**src/rtl/sse_pkg.sv**
```systemverilog
// Shared types and constants for the shaker sort engine.
// Used by the interfaces, controller, datapath, top level and checker.
`timescale 1ns / 1ps

package sse_pkg;

  localparam int DATA_W      = 32;
  localparam int MAX_LEN_DEF = 64;

  typedef enum logic [3:0] {
    ST_LOAD,
    ST_F_START,
    ST_F_FIRST,
    ST_F_RUN,
    ST_F_END,
    ST_B_START,
    ST_B_FIRST,
    ST_B_RUN,
    ST_B_END,
    ST_E_READ,
    ST_E_WAIT
  } state_t;

  // Source of the store write data
  typedef enum logic [1:0] {
    WSEL_IN,
    WSEL_MOVE,
    WSEL_CARRY
  } wsel_t;

  // Update of the running carry element
  typedef enum logic [1:0] {
    CARRY_HOLD,
    CARRY_LOAD,
    CARRY_EXTREME
  } carry_op_t;

  typedef struct packed {
    logic      rd_en;
    logic      wr_en;
    wsel_t     wr_sel;
    carry_op_t carry_op;
    logic      backward;
    logic      out_load;
    logic      out_last;
    logic      out_ovf;
  } cmd_t;

  typedef struct packed {
    logic gt;
    logic out_free;
  } status_t;

endpackage

```
**src/rtl/sse_if.sv**
```systemverilog
// Valid/ready stream interfaces for input items and sorted results.
// Depends on sse_pkg for the data width.
`timescale 1ns / 1ps

interface sse_in_if;
  logic                             valid;
  logic                             ready;
  logic signed [sse_pkg::DATA_W-1:0] value;
  logic                             is_last;

  modport source(output valid, value, is_last, input ready);
  modport sink(input valid, value, is_last, output ready);
endinterface

interface sse_out_if;
  logic                             valid;
  logic                             ready;
  logic signed [sse_pkg::DATA_W-1:0] sorted_value;
  logic                             is_last_res;
  logic                             overflow;

  modport source(output valid, sorted_value, is_last_res, overflow, input ready);
  modport sink(input valid, sorted_value, is_last_res, overflow, output ready);
endinterface

```
**src/rtl/shaker_sort_engine_top.sv**
```systemverilog
// Shaker sort engine: each list is loaded beat by beat, sorted by alternating
// forward and backward passes and then emitted result by result, one list at
// a time. The sort rate is set by the single compare-and-swap unit on one store
// read port and one write port.
// Reset is synchronous and clears the controller and the output valid; the
// element store is not cleared and holds whatever was last written.
`timescale 1ns / 1ps

module shaker_sort_engine_top #(
  parameter int MAX_LEN = sse_pkg::MAX_LEN_DEF
) (
  input logic       clk,
  input logic       rst,
  sse_in_if.sink    items,
  sse_out_if.source results
);

  localparam int AW = $clog2(MAX_LEN);

  sse_pkg::cmd_t    cmd;
  sse_pkg::status_t status;
  logic [AW-1:0]    wr_addr;
  logic [AW-1:0]    rd_addr;

  // Controller: owns count, bounds, scan position and the pass sequence.
  // Input beats are taken only while loading; once the last result sits in
  // the output register the controller returns to loading, so the next list
  // can start before that result is taken.
  sse_ctrl #(
    .MAX_LEN(MAX_LEN)
  ) u_ctrl (
    .clk       (clk),
    .rst       (rst),
    .in_valid  (items.valid),
    .in_is_last(items.is_last),
    .in_ready  (items.ready),
    .status    (status),
    .cmd       (cmd),
    .wr_addr   (wr_addr),
    .rd_addr   (rd_addr)
  );

  // Datapath: the store, the carry element that bubbles through each pass,
  // and the result register that decouples the output handshake.
  sse_datapath #(
    .MAX_LEN(MAX_LEN)
  ) u_dp (
    .clk      (clk),
    .rst      (rst),
    .cmd      (cmd),
    .wr_addr  (wr_addr),
    .rd_addr  (rd_addr),
    .in_value (items.value),
    .status   (status),
    .out_valid(results.valid),
    .out_ready(results.ready),
    .out_value(results.sorted_value),
    .out_last (results.is_last_res),
    .out_ovf  (results.overflow)
  );

endmodule

```
**src/rtl/sse_ram.sv**
```systemverilog
// Generic single-write, single-read RAM with registered read data.
// No dependencies.
`timescale 1ns / 1ps

module sse_ram #(
  parameter int WIDTH = 32,
  parameter int DEPTH = 64
) (
  input  logic                     clk,
  input  logic                     wr_en,
  input  logic [$clog2(DEPTH)-1:0] wr_addr,
  input  logic [WIDTH-1:0]         wr_data,
  input  logic                     rd_en,
  input  logic [$clog2(DEPTH)-1:0] rd_addr,
  output logic [WIDTH-1:0]         rd_data
);

  logic [WIDTH-1:0] mem [DEPTH];

  always_ff @(posedge clk) begin
    if (wr_en) begin
      mem[wr_addr] <= wr_data;
    end
    if (rd_en) begin
      rd_data <= mem[rd_addr];
    end
  end

endmodule

```
**src/rtl/sse_datapath.sv**
```systemverilog
// Datapath: element store, running carry with compare, output register.
// Depends on sse_pkg and sse_ram; driven by commands from sse_ctrl.
`timescale 1ns / 1ps

module sse_datapath #(
  parameter int MAX_LEN = sse_pkg::MAX_LEN_DEF
) (
  input  logic                              clk,
  input  logic                              rst,
  input  sse_pkg::cmd_t                     cmd,
  input  logic [$clog2(MAX_LEN)-1:0]        wr_addr,
  input  logic [$clog2(MAX_LEN)-1:0]        rd_addr,
  input  logic signed [sse_pkg::DATA_W-1:0] in_value,
  output sse_pkg::status_t                  status,
  output logic                              out_valid,
  input  logic                              out_ready,
  output logic signed [sse_pkg::DATA_W-1:0] out_value,
  output logic                              out_last,
  output logic                              out_ovf
);

  localparam int AW = $clog2(MAX_LEN);

  logic signed [sse_pkg::DATA_W-1:0] rd_data;
  logic signed [sse_pkg::DATA_W-1:0] carry;
  logic signed [sse_pkg::DATA_W-1:0] wr_data;
  logic                              gt;

  sse_ram #(
    .WIDTH(sse_pkg::DATA_W),
    .DEPTH(MAX_LEN)
  ) u_store (
    .clk    (clk),
    .wr_en  (cmd.wr_en),
    .wr_addr(wr_addr[AW-1:0]),
    .wr_data(wr_data),
    .rd_en  (cmd.rd_en),
    .rd_addr(rd_addr[AW-1:0]),
    .rd_data(rd_data)
  );

  // Forward passes carry the maximum upward, backward passes the minimum down
  assign gt = cmd.backward ? (rd_data > carry) : (carry > rd_data);

  always_comb begin
    unique case (cmd.wr_sel)
      sse_pkg::WSEL_IN:    wr_data = in_value;
      sse_pkg::WSEL_MOVE:  wr_data = gt ? rd_data : carry;
      sse_pkg::WSEL_CARRY: wr_data = carry;
      default:             wr_data = carry;
    endcase
  end

  always_ff @(posedge clk) begin
    case (cmd.carry_op)
      sse_pkg::CARRY_LOAD:    carry <= rd_data;
      sse_pkg::CARRY_EXTREME: carry <= gt ? carry : rd_data;
      default:                carry <= carry;
    endcase
  end

  always_ff @(posedge clk) begin
    if (rst) begin
      out_valid <= 1'b0;
    end else if (cmd.out_load) begin
      out_valid <= 1'b1;
    end else if (out_ready) begin
      out_valid <= 1'b0;
    end
  end

  always_ff @(posedge clk) begin
    if (cmd.out_load) begin
      out_value <= rd_data;
      out_last  <= cmd.out_last;
      out_ovf   <= cmd.out_ovf;
    end
  end

  assign status.gt       = gt;
  assign status.out_free = !out_valid || out_ready;

endmodule

```
**src/rtl/sse_ctrl.sv**
```systemverilog
// Controller: load, forward/backward pass sequencing and emission.
// Depends on sse_pkg; drives sse_datapath through cmd and addresses.
`timescale 1ns / 1ps

module sse_ctrl #(
  parameter int MAX_LEN = sse_pkg::MAX_LEN_DEF
) (
  input  logic                       clk,
  input  logic                       rst,
  input  logic                       in_valid,
  input  logic                       in_is_last,
  output logic                       in_ready,
  input  sse_pkg::status_t           status,
  output sse_pkg::cmd_t              cmd,
  output logic [$clog2(MAX_LEN)-1:0] wr_addr,
  output logic [$clog2(MAX_LEN)-1:0] rd_addr
);

  localparam int AW = $clog2(MAX_LEN);
  localparam int CW = $clog2(MAX_LEN + 1);
  localparam logic [CW-1:0] MAX_CNT = CW'(MAX_LEN);

  sse_pkg::state_t state, state_next;
  logic [CW-1:0] cnt, cnt_next;
  logic [CW-1:0] hi, hi_next;
  logic [AW-1:0] lo, lo_next;
  logic [AW-1:0] pos, pos_next;
  logic [AW-1:0] last_swap, last_swap_next;
  logic          swapped, swapped_next;
  logic          ovf, ovf_next;
  logic          fin;
  logic [CW-1:0] top;

  assign fin = (CW'(pos) + CW'(1)) == cnt;
  assign top = hi - CW'(1);

  always_ff @(posedge clk) begin
    if (rst) begin
      state     <= sse_pkg::ST_LOAD;
      cnt       <= '0;
      hi        <= '0;
      lo        <= '0;
      pos       <= '0;
      last_swap <= '0;
      swapped   <= 1'b0;
      ovf       <= 1'b0;
    end else begin
      state     <= state_next;
      cnt       <= cnt_next;
      hi        <= hi_next;
      lo        <= lo_next;
      pos       <= pos_next;
      last_swap <= last_swap_next;
      swapped   <= swapped_next;
      ovf       <= ovf_next;
    end
  end

  always_comb begin
    state_next     = state;
    cnt_next       = cnt;
    hi_next        = hi;
    lo_next        = lo;
    pos_next       = pos;
    last_swap_next = last_swap;
    swapped_next   = swapped;
    ovf_next       = ovf;
    in_ready       = 1'b0;
    wr_addr        = pos;
    rd_addr        = pos;
    cmd            = '{rd_en: 1'b0, wr_en: 1'b0, wr_sel: sse_pkg::WSEL_CARRY,
                       carry_op: sse_pkg::CARRY_HOLD, backward: 1'b0,
                       out_load: 1'b0, out_last: 1'b0, out_ovf: 1'b0};

    unique case (state)
      sse_pkg::ST_LOAD: begin
        in_ready = 1'b1;
        if (in_valid) begin
          if (cnt < MAX_CNT) begin
            cmd.wr_en  = 1'b1;
            cmd.wr_sel = sse_pkg::WSEL_IN;
            wr_addr    = cnt[AW-1:0];
            cnt_next   = cnt + CW'(1);
          end else begin
            ovf_next = 1'b1;
          end
          if (in_is_last) begin
            lo_next    = '0;
            hi_next    = cnt_next;
            state_next = sse_pkg::ST_F_START;
          end
        end
      end

      sse_pkg::ST_F_START: begin
        swapped_next = 1'b0;
        if (hi < CW'(lo) + CW'(2)) begin
          pos_next   = '0;
          state_next = sse_pkg::ST_E_READ;
        end else begin
          cmd.rd_en  = 1'b1;
          rd_addr    = lo;
          pos_next   = lo + AW'(1);
          state_next = sse_pkg::ST_F_FIRST;
        end
      end

      sse_pkg::ST_F_FIRST: begin
        cmd.carry_op = sse_pkg::CARRY_LOAD;
        cmd.rd_en    = 1'b1;
        rd_addr      = pos;
        state_next   = sse_pkg::ST_F_RUN;
      end

      sse_pkg::ST_F_RUN: begin
        cmd.carry_op = sse_pkg::CARRY_EXTREME;
        cmd.wr_en    = 1'b1;
        cmd.wr_sel   = sse_pkg::WSEL_MOVE;
        wr_addr      = pos - AW'(1);
        if (status.gt) begin
          swapped_next = 1'b1;
        end
        if (CW'(pos) + CW'(1) < hi) begin
          cmd.rd_en = 1'b1;
          rd_addr   = pos + AW'(1);
          pos_next  = pos + AW'(1);
        end else begin
          state_next = sse_pkg::ST_F_END;
        end
      end

      sse_pkg::ST_F_END: begin
        cmd.wr_en = 1'b1;
        wr_addr   = pos;
        hi_next   = top;
        if (swapped) begin
          state_next = sse_pkg::ST_B_START;
        end else begin
          pos_next   = '0;
          state_next = sse_pkg::ST_E_READ;
        end
      end

      sse_pkg::ST_B_START: begin
        swapped_next = 1'b0;
        if (top > CW'(lo)) begin
          cmd.rd_en  = 1'b1;
          rd_addr    = top[AW-1:0];
          pos_next   = top[AW-1:0] - AW'(1);
          state_next = sse_pkg::ST_B_FIRST;
        end else begin
          pos_next   = '0;
          state_next = sse_pkg::ST_E_READ;
        end
      end

      sse_pkg::ST_B_FIRST: begin
        cmd.carry_op = sse_pkg::CARRY_LOAD;
        cmd.backward = 1'b1;
        cmd.rd_en    = 1'b1;
        rd_addr      = pos;
        state_next   = sse_pkg::ST_B_RUN;
      end

      sse_pkg::ST_B_RUN: begin
        cmd.carry_op = sse_pkg::CARRY_EXTREME;
        cmd.backward = 1'b1;
        cmd.wr_en    = 1'b1;
        cmd.wr_sel   = sse_pkg::WSEL_MOVE;
        wr_addr      = pos + AW'(1);
        if (status.gt) begin
          swapped_next   = 1'b1;
          last_swap_next = pos + AW'(1);
        end
        if (pos > lo) begin
          cmd.rd_en = 1'b1;
          rd_addr   = pos - AW'(1);
          pos_next  = pos - AW'(1);
        end else begin
          state_next = sse_pkg::ST_B_END;
        end
      end

      sse_pkg::ST_B_END: begin
        cmd.wr_en = 1'b1;
        wr_addr   = pos;
        lo_next   = last_swap;
        if (swapped) begin
          state_next = sse_pkg::ST_F_START;
        end else begin
          pos_next   = '0;
          state_next = sse_pkg::ST_E_READ;
        end
      end

      sse_pkg::ST_E_READ: begin
        if (status.out_free) begin
          cmd.rd_en  = 1'b1;
          rd_addr    = pos;
          state_next = sse_pkg::ST_E_WAIT;
        end
      end

      sse_pkg::ST_E_WAIT: begin
        cmd.out_load = 1'b1;
        cmd.out_last = fin;
        cmd.out_ovf  = fin && ovf;
        if (fin) begin
          cnt_next       = '0;
          hi_next        = '0;
          lo_next        = '0;
          pos_next       = '0;
          last_swap_next = '0;
          swapped_next   = 1'b0;
          ovf_next       = 1'b0;
          state_next     = sse_pkg::ST_LOAD;
        end else begin
          pos_next   = pos + AW'(1);
          state_next = sse_pkg::ST_E_READ;
        end
      end

      default: begin
        state_next = sse_pkg::ST_LOAD;
      end
    endcase
  end

endmodule

```
**src/flat_wrapper.sv**
```systemverilog
// flat-port wrapper written by rule: the top's interface ports become plain ports
module shaker_sort_engine_top_flat 
#(
  parameter int MAX_LEN = sse_pkg::MAX_LEN_DEF
)
  (clk, rst, items_valid, items_value, items_is_last, items_ready, results_valid, results_sorted_value, results_is_last_res, results_overflow, results_ready);
  sse_in_if items_i ();
  sse_out_if results_i ();
  input logic clk;
  input logic rst;
  input wire logic [$bits(items_i.valid)-1:0] items_valid;
  input wire logic [$bits(items_i.value)-1:0] items_value;
  input wire logic [$bits(items_i.is_last)-1:0] items_is_last;
  output wire logic [$bits(items_i.ready)-1:0] items_ready;
  output wire logic [$bits(results_i.valid)-1:0] results_valid;
  output wire logic [$bits(results_i.sorted_value)-1:0] results_sorted_value;
  output wire logic [$bits(results_i.is_last_res)-1:0] results_is_last_res;
  output wire logic [$bits(results_i.overflow)-1:0] results_overflow;
  input wire logic [$bits(results_i.ready)-1:0] results_ready;
  assign items_i.valid = items_valid;
  assign items_i.value = items_value;
  assign items_i.is_last = items_is_last;
  assign items_ready = items_i.ready;
  assign results_valid = results_i.valid;
  assign results_sorted_value = results_i.sorted_value;
  assign results_is_last_res = results_i.is_last_res;
  assign results_overflow = results_i.overflow;
  assign results_i.ready = results_ready;
  shaker_sort_engine_top #(.MAX_LEN(MAX_LEN)) u_core (.clk(clk), .rst(rst), .items(items_i), .results(results_i));
endmodule
```
**config.mk**
```make
export PLATFORM = sky130hd
export DESIGN_NAME = shaker_sort_engine_top_flat
export DESIGN_NICKNAME = d
export VERILOG_FILES = /design/src/rtl/sse_pkg.sv /design/src/rtl/sse_if.sv /design/src/rtl/shaker_sort_engine_top.sv /design/src/rtl/sse_ram.sv /design/src/rtl/sse_datapath.sv /design/src/rtl/sse_ctrl.sv /design/src/flat_wrapper.sv
export SDC_FILE = /design/constraint.sdc
export NUM_CORES = 2
export LEC_CHECK = 0
export BUFFER_PORTS_ARGS = -buffer_cell sky130_fd_sc_hd__buf_4
export CAP_MARGIN = 15
export CORE_MARGIN = 5
export CORE_UTILIZATION = 30
export DETAILED_ROUTE_END_ITERATION = 12
export GPL_TIMING_DRIVEN = 0
export PLACE_DENSITY = 0.51
export SKIP_LAST_GASP = 1
export SLEW_MARGIN = 25
export SYNTH_ARGS = -nofsm -noshare
export SYNTH_HDL_FRONTEND = slang
export SYNTH_SLANG_ARGS = --single-unit
```
**constraint.sdc**
```tcl
create_clock -name clk -period 6.65 [get_ports clk]
set_input_delay 1.33 -clock clk [delete_from_list [all_inputs] [get_ports clk]]
set_output_delay 1.33 -clock clk [all_outputs]
set_load 0.02 [all_outputs]
```
==> impl_results.md <==
- Top_reg_cell synth: edfxtp_1
- CTS root buf: clkbuf_16
- Actual slew at the worst max-slew pin: 1.312 ns
- Synth warn: 0
- Gate Count Post-Synth: between 5000 and 6000
- Clk pin slew, worst setup/hold paths: 0.06 ns
- Leakage power: 36.09 nW
- Outcome: finished with violations
- Clock skew: 0.06631 ns
- Post-synth ARST share: 0%
- Die width: roughly 550 µm
- Count of different cell masters after synthesis: 95
- Fin crit share: 101.6%
- Initial DRC Count: 10360
- Slew Limit Fails: 0
- CTS tree: built
- Register area share after synthesis: roughly three quarters
- Hold-fix buffers at CTS: 0
- MaxCap Viol Count: 0
- Launch point of the worst path: u_core.u_ctrl.hi[0]
- Hold wc startpoint: u_core.u_ctrl.last_swap[3]
- Bufs and invs on worst path: 4
- Slew Limit Headroom: between 10 and 15%
- Share of cells above drive strength 1: approximately 18%
- Via Count: 61130
- Hold_ws: 0.5056 ns
- Vias per cell: 5.788
- Cell area after layout: 107500 µm²
- Post-synth top area cell: edfxtp_1
- IO Pins: 73
- Setup-violating endpoint count in the final report: 5
- Pwr per Cell Area: 525.1 nW/µm²
- Worst Hold Class: reg -> reg
- RSZ-0062 raised after global routing: true
- Final worst slack: -0.1063 ns
- Fin nets: 6532
- Max stage delay cell, worst path: o41ai_1
- Placer Congestion: ~1.0
- Final ANT Viol Nets: 0
- Number of enable flip-flop cells after synthesis: 2146
- RR Startpoint: u_core.u_ctrl.hi[0]
- Vias in the first global route: 56640
- Core footprint: 293800 µm²
- Clock Sinks: 2185
- CTS buffer count: 226
- Skew-Pair Late Insertion Delay: ~0.90 ns
- IO Port Bufs: 71
- Avg Inst Size Synth: 14.90 µm²
- Crit-path max FO: 10
- Cell type group with the largest total delay on the critical path: compound AO/OA/AOI/OAI gates
- H-tree levels: 4
- Critical Path AT: 7.32 ns
- Antenna violations before repair: 55
- Post-DP HPWL: 283900 µm
- CTS max path bufs: 3
- Top cell type's share of synthesized area: between 70% and 80%
- Fmax: 0.1480 GHz
- GR Util All Layers: 24.48%
- Critical path, cell by cell: inv_1 -> ha_1 -> and3_1 -> xnor2_2 -> inv_1 -> ha_1 -> a211o_1 -> o21a_1 -> o21ai_1 -> clkbuf_1 -> o21ai_0 -> a211oi_2 -> buf_4 -> nand2_1 -> o41ai_1 -> or4_1 -> o31ai_2
- Final number of hold-violating endpoints: 0
- Critical Path Start Type: register
- Tmin final: 6.756 ns
- Synth Cell Area: 88490 µm²
- Synth top cells by count: edfxtp_1, nand2_1, a21oi_1
- Filler instances: 27760
- Area growth syn-to-layout: 21.46%
- Global-route wire length before repair: 511700 µm
- Post-DR wirelength/cell: roughly 37 µm
- Placed cell area: 98920 µm²
- Worst EP required: between 7 and 8 ns
- CP max stage delay: 0.87 ns
- Violated checks: setup timing
- CP Capture Type: register
- Total power: around 56 mW
- Syn Nets: 6040
- Total grt overflow: 0
- Top post-synthesis cells by area: edfxtp_1, mux2i_1, nand2_1
- Synth Register Bits: 2185
- Count leader, synth: edfxtp_1
- DR pass1 iterations: 8
- Initial Util: 30.12%
- Remaining DRCs: 0
- Chip height: 553.1 µm
- Die area: 305900 µm²
- Pin count of the biggest net entering global routing: 55
- Total Wirelength: about 400000 µm
- Setup Crit Path Kind: reg -> reg
- Row count: 199
- Worst vdd ir: 0.3313 mV
## report_power, final
part           switching, mW  total (mW)  internal, mW
Combinational           19.4        26.0          6.57
Sequential             0.362        17.8          17.5
Clock                   5.58        12.6          7.05
## state kept, by name (all words and copies together), names as in the netlist
signal,flops
u_core.u_ctrl.lo,6
u_core.u_ctrl.state,4
u_core.u_ctrl.cnt,7
u_core.u_ctrl.pos,6
u_core.u_ctrl.ovf,1
u_core.u_ctrl.hi,7
u_core.u_dp.out_last,1
u_core.u_ctrl.swapped,1
u_core.u_dp.out_valid,1
u_core.u_dp.carry,32
u_core.u_dp.out_value,32
u_core.u_ctrl.last_swap,6
u_core.u_dp.out_ovf,1
u_core.u_dp.u_store.rd_data,32
u_core.u_dp.u_store.mem,2048
## cells in the final DEF, fill, tap and decap left out, drive strengths merged, types with 14 or more instances in the layout
master  synthesis  routed
edfxtp       2146    2146
nand2         760     760
clkbuf        181     474
buf           217     466
a21oi         436     436
mux2i         322     322
o21ai         176     176
nor2          161     161
nand3         149     149
a22oi         137     137
a31oi         109     109
clkinv          1     107
o22ai          81      81
or3            74      74
a221oi         73      73
inv            62      69
ha             64      64
and3           63      63
mux2           62      62
a211oi         45      45
nor3           45      45
dfxtp          39      39
o221a          34      34
a311oi         34      34
a22o           31      31
o221ai         31      31
xnor2          27      27
o31ai          26      26
nand4          25      25
a211o          24      24
nor4           24      24
diode           0      20
o22a           19      19
bufinv          0      19
a21o           18      18
a32o           18      18
or4            16      16
a311o          15      15
and2           14      14
o211ai         14      14
## routing by layer
metal	routed length, µm	global-route usage, %
met1	147400	32.03
met2	163400	35.62
met3	48360	7.103
met4	29930	15.40
met5	129	0
## area by class of cell
class	count	area [µm²]	share of cell area, %
Clock buffer	281	5928	5.516
Antenna cell	20	50.05	0.04657
Buffer	394	2211	2.057
Tap cell	3919	4903	4.562
Sequential cell	2185	65220	60.69
Inverter	63	237.7	0.2212
Multi-Input combinational cell	3293	22930	21.34
Clock inverter	137	1296	1.206
Timing Repair Buffer	268	4696	4.369
## through the flow
stage	worst slack [ns]	utilization [%]	setup TNS, ns	std cells
after floorplan	0.7760	-	0	5939
after global placement	-2.667	31.97	-2031.14	9929
after detailed placement	-1.814	33.67	-43.89	10110
after CTS	-0.09838	36.37	-0.09838	10540
after global routing	-0.09073	36.57	-0.3842	10540
final	-0.1063	36.58	-0.3315	10560
## path summary, 6_finish.rpt
check | end | slack [ns] | cells after the start
hold reg to reg | u_core.u_ctrl.lo[3] | 0.51 | 2
hold / removal | u_core.u_ctrl.lo[3] | 0.51 | 2
setup / recovery | u_core.u_dp.u_store.rd_data[13] | -0.11 | 17
setup reg to reg | u_core.u_dp.u_store.rd_data[13] | -0.11 | 17
## repair_timing
action	in CTS	in global routing
pin swaps	8	5
endpoints found under the setup margin	32	32
gates resized for setup	151	177
setup buffers	13	2
## worst register-to-register path, stage by stage, from the launching register on
cell,delay [ns]
dfxtp_2,0.49
inv_1,0.21
ha_1,0.30
and3_1,0.23
xnor2_2,0.32
inv_1,0.13
ha_1,0.33
a211o_1,0.29
o21a_1,0.26
o21ai_1,0.28
clkbuf_1,0.47
o21ai_0,0.33
a211oi_2,0.53
buf_4,0.28
nand2_1,0.42
o41ai_1,0.88
or4_1,0.48
o31ai_2,0.23
## cells by family (layout without fill, tap and decap cells)
group | count (synthesis) | after routing | share of synthesized area [%]
xor gates and xnor gates | 35 | 35 | 0.3549
other | 0 | 20 | 0
AOI/OAI and AO/OA | 1429 | 1429 | 11.00
adders and majority gates | 64 | 64 | 0.9050
and+or+nand+nor | 1371 | 1371 | 6.919
muxes | 394 | 394 | 4.686
buffers and inverters | 461 | 1143 | 2.432
DFF | 2185 | 2185 | 73.71
Power figures use the tool's default switching activity.
